**config.mk**
```make
export PLATFORM = sky130hd
export DESIGN_NAME = word_frequency_counter
export DESIGN_NICKNAME = d
export VERILOG_FILES = /design/src/design/wfc_pkg.sv /design/src/design/wfc_tokenizer.sv /design/src/design/wfc_queue.sv /design/src/design/wfc_table.sv /design/src/design/word_frequency_counter.sv
export SDC_FILE = /design/constraint.sdc
export NUM_CORES = 2
export LEC_CHECK = 0
export ABC_AREA = 1
export BUFFER_PORTS_ARGS = -buffer_cell sky130_fd_sc_hd__clkbuf_2
export CAP_MARGIN = 10
export CORE_ASPECT_RATIO = 1.5
export CORE_MARGIN = 5
export CORE_UTILIZATION = 44
export DETAILED_ROUTE_END_ITERATION = 8
export SETUP_SLACK_MARGIN = 0.15
export SLEW_MARGIN = 20
export SYNTH_ARGS = -nofsm -noshare
export SYNTH_HDL_FRONTEND = slang
export SYNTH_HIERARCHICAL = 1
export SYNTH_SLANG_ARGS = --single-unit
```
**constraint.sdc**
```tcl
create_clock -name clk -period 8.9 [get_ports clk]
set_input_delay 1.335 -clock clk [delete_from_list [all_inputs] [get_ports clk]]
set_output_delay 1.335 -clock clk [all_outputs]
set_load 0.01 [all_outputs]
```
**src/design/wfc_pkg.sv**
```systemverilog
`timescale 1ns / 1ps
// ----------------------------------------------------------------------------
// wfc_pkg: shared types and constants
// Widths, character codes, status codes and the front-to-back request type.
// ----------------------------------------------------------------------------
package wfc_pkg;

    localparam int TABLE_ENTRIES = 16;
    localparam int WORD_CHARS    = 8;
    localparam int COUNT_BITS    = 16;
    localparam int IDX_W         = $clog2(TABLE_ENTRIES);
    localparam int USED_W        = $clog2(TABLE_ENTRIES + 1);
    localparam int FILL_W        = $clog2(WORD_CHARS + 2);
    localparam int TEXT_W        = 8 * WORD_CHARS;
    localparam int QUEUE_DEPTH   = 4;
    localparam int QPTR_W        = $clog2(QUEUE_DEPTH);
    localparam int QCNT_W        = $clog2(QUEUE_DEPTH + 1);

    localparam logic [7:0] SPACE_CODE = 8'h20;
    localparam logic [7:0] APOS_CODE  = 8'h27;

    localparam logic [1:0] ST_OK      = 2'd0;
    localparam logic [1:0] ST_TOOLONG = 2'd1;
    localparam logic [1:0] ST_FULL    = 2'd2;

    // Request from tokenizer to table: a finished word or an end of sentence.
    typedef struct packed {
        logic              is_end;
        logic              too_long;   // word overflowed the buffer
        logic              empty;      // end with no byte before it
        logic [TEXT_W-1:0] text;
        logic [FILL_W-1:0] len;
    } wfc_req_t;

    function automatic logic is_word_char(input logic [7:0] c);
        return (c >= 8'h41 && c <= 8'h5A) || (c >= 8'h61 && c <= 8'h7A) ||
               (c >= 8'h30 && c <= 8'h39);
    endfunction

    function automatic logic [7:0] to_lower(input logic [7:0] c);
        return (c >= 8'h41 && c <= 8'h5A) ? c + 8'd32 : c;
    endfunction

endpackage

```
**src/design/wfc_tokenizer.sv**
```systemverilog
`timescale 1ns / 1ps
// ----------------------------------------------------------------------------
// wfc_tokenizer: character front end
// Lowercases, resolves apostrophes with one byte of lookahead and emits
// finished words and end markers as requests.
// ----------------------------------------------------------------------------
module wfc_tokenizer (
    input  logic              clk,
    input  logic              rst_n,
    input  logic              in_valid,
    output logic              in_ready,
    input  logic              kind,
    input  logic [7:0]        char_code,
    output logic              req_valid,
    input  logic              req_ready,
    output wfc_pkg::wfc_req_t req
);
    import wfc_pkg::*;

    logic [TEXT_W-1:0] buf_reg, buf_next;
    logic [FILL_W-1:0] fill_reg, fill_next;
    logic [7:0]        prev_reg;
    logic              start_reg, pend_reg, pend_next;
    logic              err_reg, err_next;
    logic              acc;
    logic              emit;
    wfc_req_t          req_w;

    // Word buffer, lookahead and local error tracking.
    always_comb
    begin
        logic fin;
        logic [7:0] ch;
        logic app;
        buf_next  = buf_reg;
        fill_next = fill_reg;
        pend_next = pend_reg;
        err_next  = err_reg;
        emit      = 1'b0;
        fin       = 1'b0;
        app       = 1'b0;
        ch        = to_lower(char_code);
        req_w          = '0;
        req_w.text     = buf_reg;
        req_w.len      = fill_reg;
        req_w.too_long = (fill_reg > FILL_W'(WORD_CHARS));
        if (kind)
        begin
            // the end request carries the open word; a pending apostrophe drops
            req_w.is_end = 1'b1;
            req_w.empty  = start_reg;
            emit         = 1'b1;
            buf_next = '0; fill_next = '0; pend_next = 1'b0; err_next = 1'b0;
        end
        else if (!err_reg)
        begin
            if (pend_reg)
            begin
                pend_next = 1'b0;
                if (char_code == SPACE_CODE) fin = 1'b1;
                else
                begin
                    // append apostrophe; a following letter is also appended
                    if (fill_reg < FILL_W'(WORD_CHARS))
                        buf_next[8*fill_reg[$clog2(WORD_CHARS+1)-1:0] +: 8] = APOS_CODE;
                    if (fill_reg <= FILL_W'(WORD_CHARS)) fill_next = fill_reg + 1'b1;
                end
            end
            if (!fin)
            begin
                if (is_word_char(char_code)) app = 1'b1;
                else if (char_code == APOS_CODE && !(start_reg || prev_reg == SPACE_CODE))
                    pend_next = 1'b1;
                else fin = 1'b1;
            end
            if (app)
            begin
                if (fill_next < FILL_W'(WORD_CHARS))
                    buf_next[8*fill_next[$clog2(WORD_CHARS+1)-1:0] +: 8] = ch;
                if (fill_next <= FILL_W'(WORD_CHARS)) fill_next = fill_next + 1'b1;
            end
            if (fin)
            begin
                // finish current word; a pending-space case sees the word as is
                req_w.text     = buf_next;
                req_w.len      = fill_next;
                req_w.too_long = (fill_next > FILL_W'(WORD_CHARS));
                emit           = (fill_next != '0);
                if (req_w.too_long) err_next = 1'b1;
                buf_next  = '0;
                fill_next = '0;
            end
        end
    end

    // A separator after a pending-space finish must not re-emit; the byte
    // that closed via the lookahead is a space, which is itself a separator
    // with an empty word, so a single emit per byte suffices.
    assign in_ready  = !req_valid || req_ready;
    assign acc       = in_valid && in_ready;

    // Hold one request at the output.
    always_ff @(posedge clk or negedge rst_n)
    begin
        if (!rst_n)
        begin
            req_valid <= 1'b0;
            start_reg <= 1'b1;
            pend_reg  <= 1'b0;
            err_reg   <= 1'b0;
            fill_reg  <= '0;
            buf_reg   <= '0;
            prev_reg  <= '0;
        end
        else
        begin
            if (req_valid && req_ready && !(acc && emit)) req_valid <= 1'b0;
            if (acc)
            begin
                if (emit)
                begin
                    req_valid <= 1'b1;
                    req       <= req_w;
                end
                buf_reg   <= buf_next;
                fill_reg  <= fill_next;
                pend_reg  <= pend_next;
                err_reg   <= err_next;
                prev_reg  <= kind ? 8'h00 : char_code;
                start_reg <= kind;
            end
        end
    end

endmodule

```
**src/design/wfc_queue.sv**
```systemverilog
`timescale 1ns / 1ps
// ----------------------------------------------------------------------------
// wfc_queue: request queue
// Small FIFO between tokenizer and table engine.
// ----------------------------------------------------------------------------
module wfc_queue (
    input  logic              clk,
    input  logic              rst_n,
    input  logic              wr_valid,
    output logic              wr_ready,
    input  wfc_pkg::wfc_req_t wr_data,
    output logic              rd_valid,
    input  logic              rd_ready,
    output wfc_pkg::wfc_req_t rd_data
);
    import wfc_pkg::*;

    wfc_req_t          mem [QUEUE_DEPTH];
    logic [QPTR_W-1:0] wp_reg, rp_reg;
    logic [QCNT_W-1:0] cnt_reg;
    logic              wr, rd;

    assign wr_ready = (cnt_reg != QCNT_W'(QUEUE_DEPTH));
    assign rd_valid = (cnt_reg != '0);
    assign rd_data  = mem[rp_reg];
    assign wr       = wr_valid && wr_ready;
    assign rd       = rd_valid && rd_ready;

    // Store requests.
    always_ff @(posedge clk)
    begin
        if (wr) mem[wp_reg] <= wr_data;
    end

    // Advance pointers.
    always_ff @(posedge clk or negedge rst_n)
    begin
        if (!rst_n)
        begin
            wp_reg <= '0; rp_reg <= '0; cnt_reg <= '0;
        end
        else
        begin
            if (wr) wp_reg <= wp_reg + 1'b1;
            if (rd) rp_reg <= rp_reg + 1'b1;
            cnt_reg <= cnt_reg + QCNT_W'(wr) - QCNT_W'(rd);
        end
    end

endmodule

```
**src/design/wfc_table.sv**
```systemverilog
`timescale 1ns / 1ps
// ----------------------------------------------------------------------------
// wfc_table: word table engine
// Searches the table one entry a cycle, counts or inserts, and reports the
// table on an end request.
// ----------------------------------------------------------------------------
module wfc_table (
    input  logic                   clk,
    input  logic                   rst_n,
    input  logic                   req_valid,
    output logic                   req_ready,
    input  wfc_pkg::wfc_req_t      req,
    output logic                   out_valid,
    input  logic                   out_ready,
    output logic [1:0]             status,
    output logic                   entry_valid,
    output logic [3:0]             entry_index,
    output logic [63:0]            word_text,
    output logic [3:0]             word_len,
    output logic [15:0]            occurrences,
    output logic                   last
);
    import wfc_pkg::*;

    typedef enum logic [3:0] {
        S_IDLE   = 4'b0001,
        S_SEARCH = 4'b0010,
        S_REPORT = 4'b0100,
        S_WAIT   = 4'b1000
    } state_t;

    logic [TEXT_W-1:0]     t_text [TABLE_ENTRIES];
    logic [FILL_W-1:0]     t_len  [TABLE_ENTRIES];
    logic [COUNT_BITS-1:0] t_occ  [TABLE_ENTRIES];

    state_t            state_reg;
    logic [USED_W-1:0] used_reg, pos_reg;
    logic [1:0]        err_reg;
    wfc_req_t          cur_reg;
    logic              hit;
    logic [IDX_W-1:0]  pidx;
    logic              out_free;

    assign pidx       = pos_reg[IDX_W-1:0];
    assign hit        = (t_len[pidx] == cur_reg.len) && (t_text[pidx] == cur_reg.text);
    assign req_ready  = (state_reg == S_IDLE);
    assign out_free   = !out_valid || out_ready;

    // Sequence search, insert and report.
    always_ff @(posedge clk or negedge rst_n)
    begin
        if (!rst_n)
        begin
            state_reg <= S_IDLE;
            used_reg  <= '0;
            pos_reg   <= '0;
            err_reg   <= ST_OK;
            out_valid <= 1'b0;
        end
        else
        begin
            if (out_valid && out_ready && state_reg != S_REPORT) out_valid <= 1'b0;
            case (state_reg)
                S_IDLE:
                begin
                    if (req_valid)
                    begin
                        cur_reg <= req;
                        pos_reg <= '0;
                        if (req.is_end)
                        begin
                            // finish the word that the end request carries
                            if (err_reg != ST_OK || req.empty || req.len == '0)
                                state_reg <= S_REPORT;
                            else if (req.too_long)
                            begin
                                err_reg   <= ST_TOOLONG;
                                state_reg <= S_REPORT;
                            end
                            else state_reg <= S_SEARCH;
                        end
                        else if (err_reg != ST_OK) state_reg <= S_IDLE;
                        else if (req.too_long) err_reg <= ST_TOOLONG;
                        else state_reg <= S_SEARCH;
                    end
                end
                S_SEARCH:
                begin
                    if (pos_reg == used_reg)
                    begin
                        if (used_reg == USED_W'(TABLE_ENTRIES)) err_reg <= ST_FULL;
                        else
                        begin
                            t_text[pidx] <= cur_reg.text;
                            t_len[pidx]  <= cur_reg.len;
                            t_occ[pidx]  <= COUNT_BITS'(1);
                            used_reg     <= used_reg + 1'b1;
                        end
                        pos_reg   <= '0;
                        state_reg <= cur_reg.is_end ? S_REPORT : S_IDLE;
                    end
                    else if (hit)
                    begin
                        if (t_occ[pidx] != '1) t_occ[pidx] <= t_occ[pidx] + 1'b1;
                        pos_reg   <= '0;
                        state_reg <= cur_reg.is_end ? S_REPORT : S_IDLE;
                    end
                    else pos_reg <= pos_reg + 1'b1;
                end
                S_REPORT:
                begin
                    if (out_free)
                    begin
                        out_valid   <= 1'b1;
                        status      <= ST_OK;
                        entry_valid <= 1'b0;
                        entry_index <= '0;
                        word_text   <= '0;
                        word_len    <= '0;
                        occurrences <= '0;
                        last        <= 1'b1;
                        if (cur_reg.empty) status <= ST_TOOLONG;
                        else if (err_reg != ST_OK) status <= err_reg;
                        else if (used_reg != '0)
                        begin
                            entry_valid <= 1'b1;
                            entry_index <= 4'(pidx);
                            word_text   <= 64'(t_text[pidx]);
                            word_len    <= 4'(t_len[pidx]);
                            occurrences <= 16'(t_occ[pidx]);
                            last        <= (pos_reg + 1'b1 == used_reg);
                        end
                        if (cur_reg.empty || err_reg != ST_OK || used_reg == '0 ||
                            pos_reg + 1'b1 == used_reg)
                            state_reg <= S_WAIT;
                        else pos_reg <= pos_reg + 1'b1;
                    end
                end
                S_WAIT:
                begin
                    used_reg  <= '0;
                    err_reg   <= ST_OK;
                    state_reg <= S_IDLE;
                end
                default: state_reg <= S_IDLE;
            endcase
        end
    end

endmodule

```
**src/design/word_frequency_counter.sv**
```systemverilog
`timescale 1ns / 1ps
// ----------------------------------------------------------------------------
// word_frequency_counter: per-sentence word count
// Counts distinct words of a sentence and reports them in insertion order.
// ----------------------------------------------------------------------------
// Usage:
//   Input channel (in_valid/in_ready): kind and char_code; a sentence is
//   its bytes followed by one end request (kind 1).
//   Output channel (out_valid/out_ready): one result per table entry in
//   insertion order, or one status result; last marks the final one.
//   The tokenizer takes a byte whenever its held request is free or taken.
//   Each finished word is queued and then searched one table entry per
//   cycle; the four-deep queue absorbs this behind short bytes. The end
//   request also carries the last open word, which is searched first. The
//   report gives one result a cycle while the receiver takes them, from
//   the report state entered once the end request leaves the queue (after
//   that final search when there is one); a wait state then clears the engine.
//   Reset empties the table and the queue and clears the tokenizer state;
//   the held request's data is not reset. When the receiver stalls, the held
//   result waits; the engine stops, the queue fills and in_ready falls.
// ----------------------------------------------------------------------------
module word_frequency_counter (
    input  logic        clk,
    input  logic        rst_n,
    input  logic        in_valid,
    output logic        in_ready,
    input  logic        kind,
    input  logic [7:0]  char_code,
    output logic        out_valid,
    input  logic        out_ready,
    output logic [1:0]  status,
    output logic        entry_valid,
    output logic [3:0]  entry_index,
    output logic [63:0] word_text,
    output logic [3:0]  word_len,
    output logic [15:0] occurrences,
    output logic        last
);
    import wfc_pkg::*;

    wfc_req_t tok_req, q_req;
    logic     tok_valid, tok_ready, q_valid, q_ready;

    wfc_tokenizer u_tok (
        .clk(clk), .rst_n(rst_n), .in_valid(in_valid), .in_ready(in_ready),
        .kind(kind), .char_code(char_code), .req_valid(tok_valid),
        .req_ready(tok_ready), .req(tok_req)
    );

    wfc_queue u_q (
        .clk(clk), .rst_n(rst_n), .wr_valid(tok_valid), .wr_ready(tok_ready),
        .wr_data(tok_req), .rd_valid(q_valid), .rd_ready(q_ready), .rd_data(q_req)
    );

    wfc_table u_tab (
        .clk(clk), .rst_n(rst_n), .req_valid(q_valid), .req_ready(q_ready),
        .req(q_req), .out_valid(out_valid),
        .out_ready(out_ready), .status(status), .entry_valid(entry_valid),
        .entry_index(entry_index), .word_text(word_text),
        .word_len(word_len), .occurrences(occurrences), .last(last)
    );

    // Status-only results carry no entry.
    a_status_clean: assert property (@(posedge clk) disable iff (!rst_n)
        out_valid && !entry_valid |-> last && occurrences == '0)
        else $error("status result carries entry data");

    // Error results never carry an entry.
    a_err_noentry: assert property (@(posedge clk) disable iff (!rst_n)
        out_valid && status != ST_OK |-> !entry_valid)
        else $error("error result with entry");

    // Reported entries have a nonzero count and length.
    a_entry_nonzero: assert property (@(posedge clk) disable iff (!rst_n)
        out_valid && entry_valid |-> occurrences != '0 && word_len != '0)
        else $error("empty entry reported");

endmodule
```
[After elaboration in Yosys (flattened, before gate mapping)]
Memories as Yosys holds them, arrays and structs flattened.
Index checks and enable logic that the tools add are counted.
Widths: inputs -> output; s select.
Operators by class
  multiplexer cells: 107
  bitwise gates (word level): 3
  reduce and logical (&&, ||, !) cells: 48
  add/sub/neg operators: 12
  order comparisons: 12
  shift-type cells: 4
  equal/unequal tests: 27
Operator list (number)
  $mux 64: 10
  $mux 68: 3
  $bwmux 64: 2
  $shift 8x34->64 const A: 2
  $mux 4: 21
  $neg 7->34: 2
  $eq 64x64->1: 1
  $shiftx 8x34->64: 1
  $shiftx 8x34->64 const A: 1
  $mux 1: 48
  $mux 5: 7
  $eq 8x6->1 const B: 3
  $add 16x1->16 const B: 1
  $ge 8x7->1 const B: 2
  $le 8x7->1 const B: 2
  $mux 16: 1
  $mux 8: 2
  $ne 16x16->1 const B: 1
  $pmux 5 s3: 1
  $logic_and 1x1->1: 14
  $mux 2: 7
  $pmux 4 s3: 1
  $reduce_and 3->1: 4
  $add 5x1->5 const B: 2
  other kinds (42): 74
Word-level totals
  output and inout port bits: 94
  input port bits: 13
  bits in writable memories: 1628
  memories kept: 4
  register bits after elaboration: 337
  word-level logic and storage cells: 249
Memory list
  u_tab.t_text: words 16, bits a word 64, read ports 1, clocked after Yosys merged registers in 0, write ports 1, RTL line wfc_table.sv:32  | logic [TEXT_W-1:0] t_text [TABLE_ENTRIES];
  u_q.mem: words 4, bits a word 71, read ports 1, clocked after Yosys merged registers in 0, write ports 1, RTL line wfc_queue.sv:18  | wfc_req_t mem [QUEUE_DEPTH];
  u_tab.t_occ: words 16, bits a word 16, read ports 1, clocked after Yosys merged registers in 0, write ports 1, RTL line wfc_table.sv:34  | logic [COUNT_BITS-1:0] t_occ [TABLE_ENTRIES];
  u_tab.t_len: words 16, bits a word 4, read ports 1, clocked after Yosys merged registers in 0, write ports 1, RTL line wfc_table.sv:33  | logic [FILL_W-1:0] t_len [TABLE_ENTRIES];

[Logic depth before layout (Yosys ltp)]
  depth after elaboration: 21
  mapped depth: 26
  mapped depth without buffers: 21

[Modules after synthesis]
The synthesis kept the hierarchy.
Modules (own cells, without submodules)
  wfc_table: area an instance 62163.4 um2, cells each 5418, instances 1, seq. area each 45650.0 um2
  wfc_queue: area an instance 11601.1 um2, cells each 957, instances 1, seq. area each 8703.3 um2
  wfc_tokenizer: area an instance 8525.7 um2, cells each 1137, instances 1, seq. area each 4135.2 um2

[Least setup slack after synthesis]
Ideal clock, no wire load.
  path kind: input port to flip-flop
  start point: input char_code[3]
  end point: register u_tok/req[0] (netlist bit), enable pin
  stages: 18
  path slack: 0.032 ns
  arrival time: 8.259 ns
  cell sequence: buf_2 > clkinv_1 > nand2_1 > nor2_1 > nand2_2 > nand3_1 > nand2_1 > nand2_2 > buf_2 > ha_1 > nand2_1 > nand2_1 > nand2_1 > nand2_1 > o21ai_1 > nand2_1 > o21ai_1 > a21boi_0
On the way
  word-level cells in the longest chain between the ends: 16
  elaborated cells between the ends (all ways): 42
  classes of those cells: 1 x add/sub; 7 x order compare; 2 x eq/ne; 24 x mux; 8 x reduce/logical
Ends and longest elaborated chain
  start: declaration: RTL line word_frequency_counter.sv:28  | input logic [7:0] char_code,
  parallel branches: the longest is 12 deep, another holds $add 4x1->4
  $mux 1 *: RTL line wfc_tokenizer.sv:82  | if (fin)
  $mux 1 *: RTL line wfc_tokenizer.sv:55  | else if (!err_reg)
  $mux 1 *: RTL line wfc_tokenizer.sv:47  | if (kind)
  $reduce_and 3->1 (no line) *
  end signal: assignment: RTL line wfc_tokenizer.sv:123  | req <= req_w;
  end: declaration: RTL line wfc_tokenizer.sv:16  | output wfc_pkg::wfc_req_t req
Every way passes the cells marked *. The select of a mux whose other input is x is not followed.
A chain may end at the register's enable or synchronous reset.

[Final worst setup path]
  start point: register u_tab.pos_reg[0]
  end point: memory u_tab.t_occ[9][0], enable pin
On the way
  word-level cells in the longest chain between the ends: 9
  elaborated cells between the ends (all ways): 19
  classes of those cells: 4 x eq/ne; 8 x mux; 1 x bitwise; 3 x reduce/logical; 3 x memory
Ends and longest elaborated chain
  start: declaration: RTL line wfc_table.sv:37  | logic [USED_W-1:0] used_reg, pos_reg;
  start signal: assignment: RTL line wfc_table.sv:108  | else pos_reg <= pos_reg + 1'b1;
  start signal: assignment: RTL line wfc_table.sv:136  | else pos_reg <= pos_reg + 1'b1;
  $mem_v2 16x64, or another cell as far along
  $eq 64x64->1, or another cell as far along: RTL line wfc_table.sv:45  | assign hit = (t_len[pidx] == cur_reg.len) && (t_text[pidx] == cur_reg.text);
  $logic_and 1x1->1 or $mux 1 (tied branches): RTL line wfc_table.sv:45, wfc_table.sv:104
  $mux 1: RTL line wfc_table.sv:102  | else if (hit)
  $mux 1: RTL line wfc_table.sv:89  | if (pos_reg == used_reg)
  $mux 1: RTL line wfc_table.sv:63  | case (state_reg)
  $logic_and 1x1->1 (not written as such): RTL line wfc_table.sv:104  | if (t_occ[pidx] != '1) t_occ[pidx] <= t_occ[pidx] + 1'b1;
  $mux 1 (not written as such): RTL line wfc_table.sv:104
  $or 1x1->1 (no line)
  end: declaration: RTL line wfc_table.sv:34
Several ways; a longest one is shown, not always the timed one.

==> flow_summary.json <==
{
  "switchingPower_mw": 6.34,
  "synth_seq_cells": 1965,
  "viasPerCell": 5.32,
  "fp.dieArea_mm2": 0.196,
  "period_needed_ps": 6520,
  "status": "finished, final reports clean",
  "crit_slowest_cell": "a21oi_2",
  "groute.usage.overall": 0.218,
  "required_ps": 9310,
  "synth_compound_area_frac": 0.0624,
  "timing_worst_setup_path_type": "flop to flop",
  "synth_cell_types": 51,
  "nFillCells": 16300,
  "crit_path_max_fanout": 131,
  "postCtsResizedCells": 0,
  "crit_top_cell": "nand2_1",
  "ios": 107,
  "routed_wl_um": 219000,
  "power_leakage_nw": 34.7,
  "syn_area_per_cell_um2": 11.0,
  "drtPass1Iterations": 5,
  "reg2reg_depth": 16,
  "start_util": 0.442,
  "grt_pass1_wl_um": 325000,
  "muxShareOfSynthArea": 0,
  "multi_input_area_mm2": 0.0207,
  "grt_pass1_vias": 51600,
  "p_int_mw": 16.6,
  "design.core.area_mm2": 0.186,
  "drt_iter0_drc": 5051,
  "synth-simple-area-share": 0.179,
  "synth_top_family_by_area": "simple AND/OR/NAND/NOR gates",
  "synth_top_flop_cell": "edfxtp_1",
  "worst_slew_pin_slew_ps": 1150,
  "period_share": 0.733,
  "min_path_type": "primary input to asynchronous set/reset pin",
  "chipHeight_um": 540,
  "critical_path.reg2reg.endpoint": "u_tab/t_occ[9][0]",
  "drv_slew": 0,
  "final_hold_viol_count": 0,
  "post_cts.repair.setup_buffers": 0,
  "clkSinkCount": 1965,
  "p_clk_frac": 0.352,
  "arrival_ps": 6940,
  "placementRows": 194,
  "relSlewSlack": 0.230,
  "postRouteAntennaNets": 0,
  "finish.utilization": 0.491,
  "ir_drop_uv": 161,
  "p_seq_frac": 0.515,
  "finalSetupViolCount": 0,
  "clk_transition_reported_paths_ps": 60,
  "finalSetupTns_ps": 0,
  "synthArstFlopShare": 0.0529,
  "endpoint_kind": "flop",
  "dp_hpwl_um": 125000,
  "regArea_mm2": 0.0585,
  "cp-start-kind": "flop",
  "top_regs": "u_tab/t_text x1024, u_q/mem x284, u_tab/t_occ x256",
  "synth_nets": 7550,
  "synth_edf_count": 1861,
  "nNetsFinal": 7585,
  "overflow": 0,
  "dr_total_vias": 54100,
  "slowest_delay_ps": 1140,
  "synth_xor_area_frac": 0.00277,
  "port_buffers": 106,
  "fin_worst_skew_ps": 31.0,
  "synth_area_mm2": 0.0823,
  "fmax_mhz": 153,
  "gp_congestion": 0.908,
  "largest-register": "u_tab/t_text",
  "htree_levels": 4,
  "synth_cells": 7512,
  "drive_gt1_frac": 0.0762,
  "yosysSeqAreaShare": 0.711,
  "p_sw_frac": 0.277,
  "antenna_found_initial": 8,
  "synthAdderAreaFrac": 0.00389,
  "final_common_cell": "nand2_1",
  "r2r-start": "u_tab/pos_reg[0]",
  "largest_reg_flops": 1024,
  "drc": 0,
  "final_cell_mix": "nand2_1 (2172), edfxtp_1 (1861), nor2_1 (1236)",
  "cap_violations": 0,
  "die_x_um": 363,
  "ys_warn_count": 6,
  "grt_max_degree": 219,
  "rsz0062_at_grt": "no",
  "area_growth_pct": 11.2,
  "cts_hold_buf": 0,
  "cts_buffer_depth": 4,
  "tritoncts": "yes",
  "combPwrFrac": 0.133,
  "numCtsBuffers": 190,
  "clkLatencyLatePin_ps": 820,
  "reg2reg_slack_ps": 2380,
  "post_drt_wl_per_cell_um": 21.6,
  "powerDensity_mw_per_mm2": 251,
  "path_cells": "buf_12, buf_16, o21ai_0, o21ai_0, nand2_1, nand2_1, nor2_1, nand2_1, nand2_1, nor2_1, nand2_1, nor2_1, nand3_1, nor2_1, nand3_4, a21oi_2",
  "clockRootBuffer": "clkbuf_16"
}
## Yosys cell counts (5+ instances only)
cell      count  area, µm²
nand2_1    2173       8160
edfxtp_1   1861      55900
nor2_1     1263       4740
o21ai_0     689       3450
inv_1       378       1420
nand3_1     237       1190
buf_2       177        886
clkbuf_1    114        428
dfrtp_1     102       2550
o21ai_1      92        460
o22ai_1      69        432
o21bai_1     47        353
nand4_1      36        225
a21oi_1      30        150
buf_4        28        210
buf_6        26        293
ha_1         24        300
nor3_1       22        110
buf_1        20       75.1
inv_2        20       75.1
xor2_1       19        166
o211ai_1     13       97.6
nand2_2       8       50.1
nor2_2        7       43.8
xnor2_1       7       61.3
nand3b_1      6       45.0
nor4_1        5       31.3
## worst max-delay path, delay by kind of cell, from the launching register on
| family | cells | cell delay (ps) |
|---|---|---|
| AO/OA/AOI/OAI | 3 | 1560 |
| flip-flops | 1 | 860 |
| AND/OR/NAND/NOR | 11 | 2500 |
| buffers and inverters | 2 | 790 |
## power by group through the flow
stage          Sequential [mW]  Clock [mW]  Combinational [mW]
3_3_place_gp              12.0           0                3.01
6_report                  11.8        8.06                3.05
4_1_cts                   11.8        8.22                3.06
5_1_grt                   11.9        8.61                3.37
2_1_floorplan             11.8           0                1.98
3_5_place_dp              12.0           0                3.05
## how the worst max path moves through the flow
stage               slack [ps]             start  cells after the start                    to
floorplan                  640             rst_n                      2  u_tab/entry_index[0]
global placement          2090  u_tab/pos_reg[1]                     16    u_tab/t_occ[10][0]
global route              2240  u_tab/pos_reg[0]                     16     u_tab/t_occ[3][9]
finish                    2380  u_tab/pos_reg[0]                     16     u_tab/t_occ[9][0]
CTS                       2020  u_tab/pos_reg[0]                     15     u_tab/t_occ[8][8]
detailed placement        2010  u_tab/pos_reg[0]                     15     u_tab/t_occ[8][0]
## layout make-up
cell class / instances / area share
Tap cell: 2450 / 0.0335
Sequential cell: 1965 / 0.639
Clock buffer: 222 / 0.0538
Inverter: 401 / 0.0167
Multi-Input combinational cell: 4780 / 0.227
Timing Repair Buffer: 209 / 0.0165
Clock inverter: 114 / 0.0131
Antenna cell: 11 / 0.000301
## per-stage QoR
step           total power [mW]  hold slack, ps  setup slack, ps  std cells  instance area [µm²]
2_1_floorplan              13.8             452              645       7512                82300
6_report                   22.9             362             2380      10200                91500
4_1_cts                    23.1             305             2020      10100                91400
3_5_place_dp               15.1             477             2010       9803                85300
3_3_place_gp               15.0             467             2090       9803                85300
5_1_grt                    23.9             323             2240      10100                91500
## cell families after synthesis
family                     count (synthesis)
and+or+nand+nor                         3767
xor gates and xnor gates                  26
buffers and inverters                    767
AOI/OAI and AO/OA                        962
adders and majority gates                 25
DFF                                     1965
## layer usage
layer,GRT usage,share of wire,vias up
li1,-,-,25400
met1,0.281,0.40,26500
met3,0.0275,0.057,423
met2,0.379,0.50,1729
met4,0.0798,0.039,2
met5,0,0.000059,-
(Power assumes the default switching activity.)
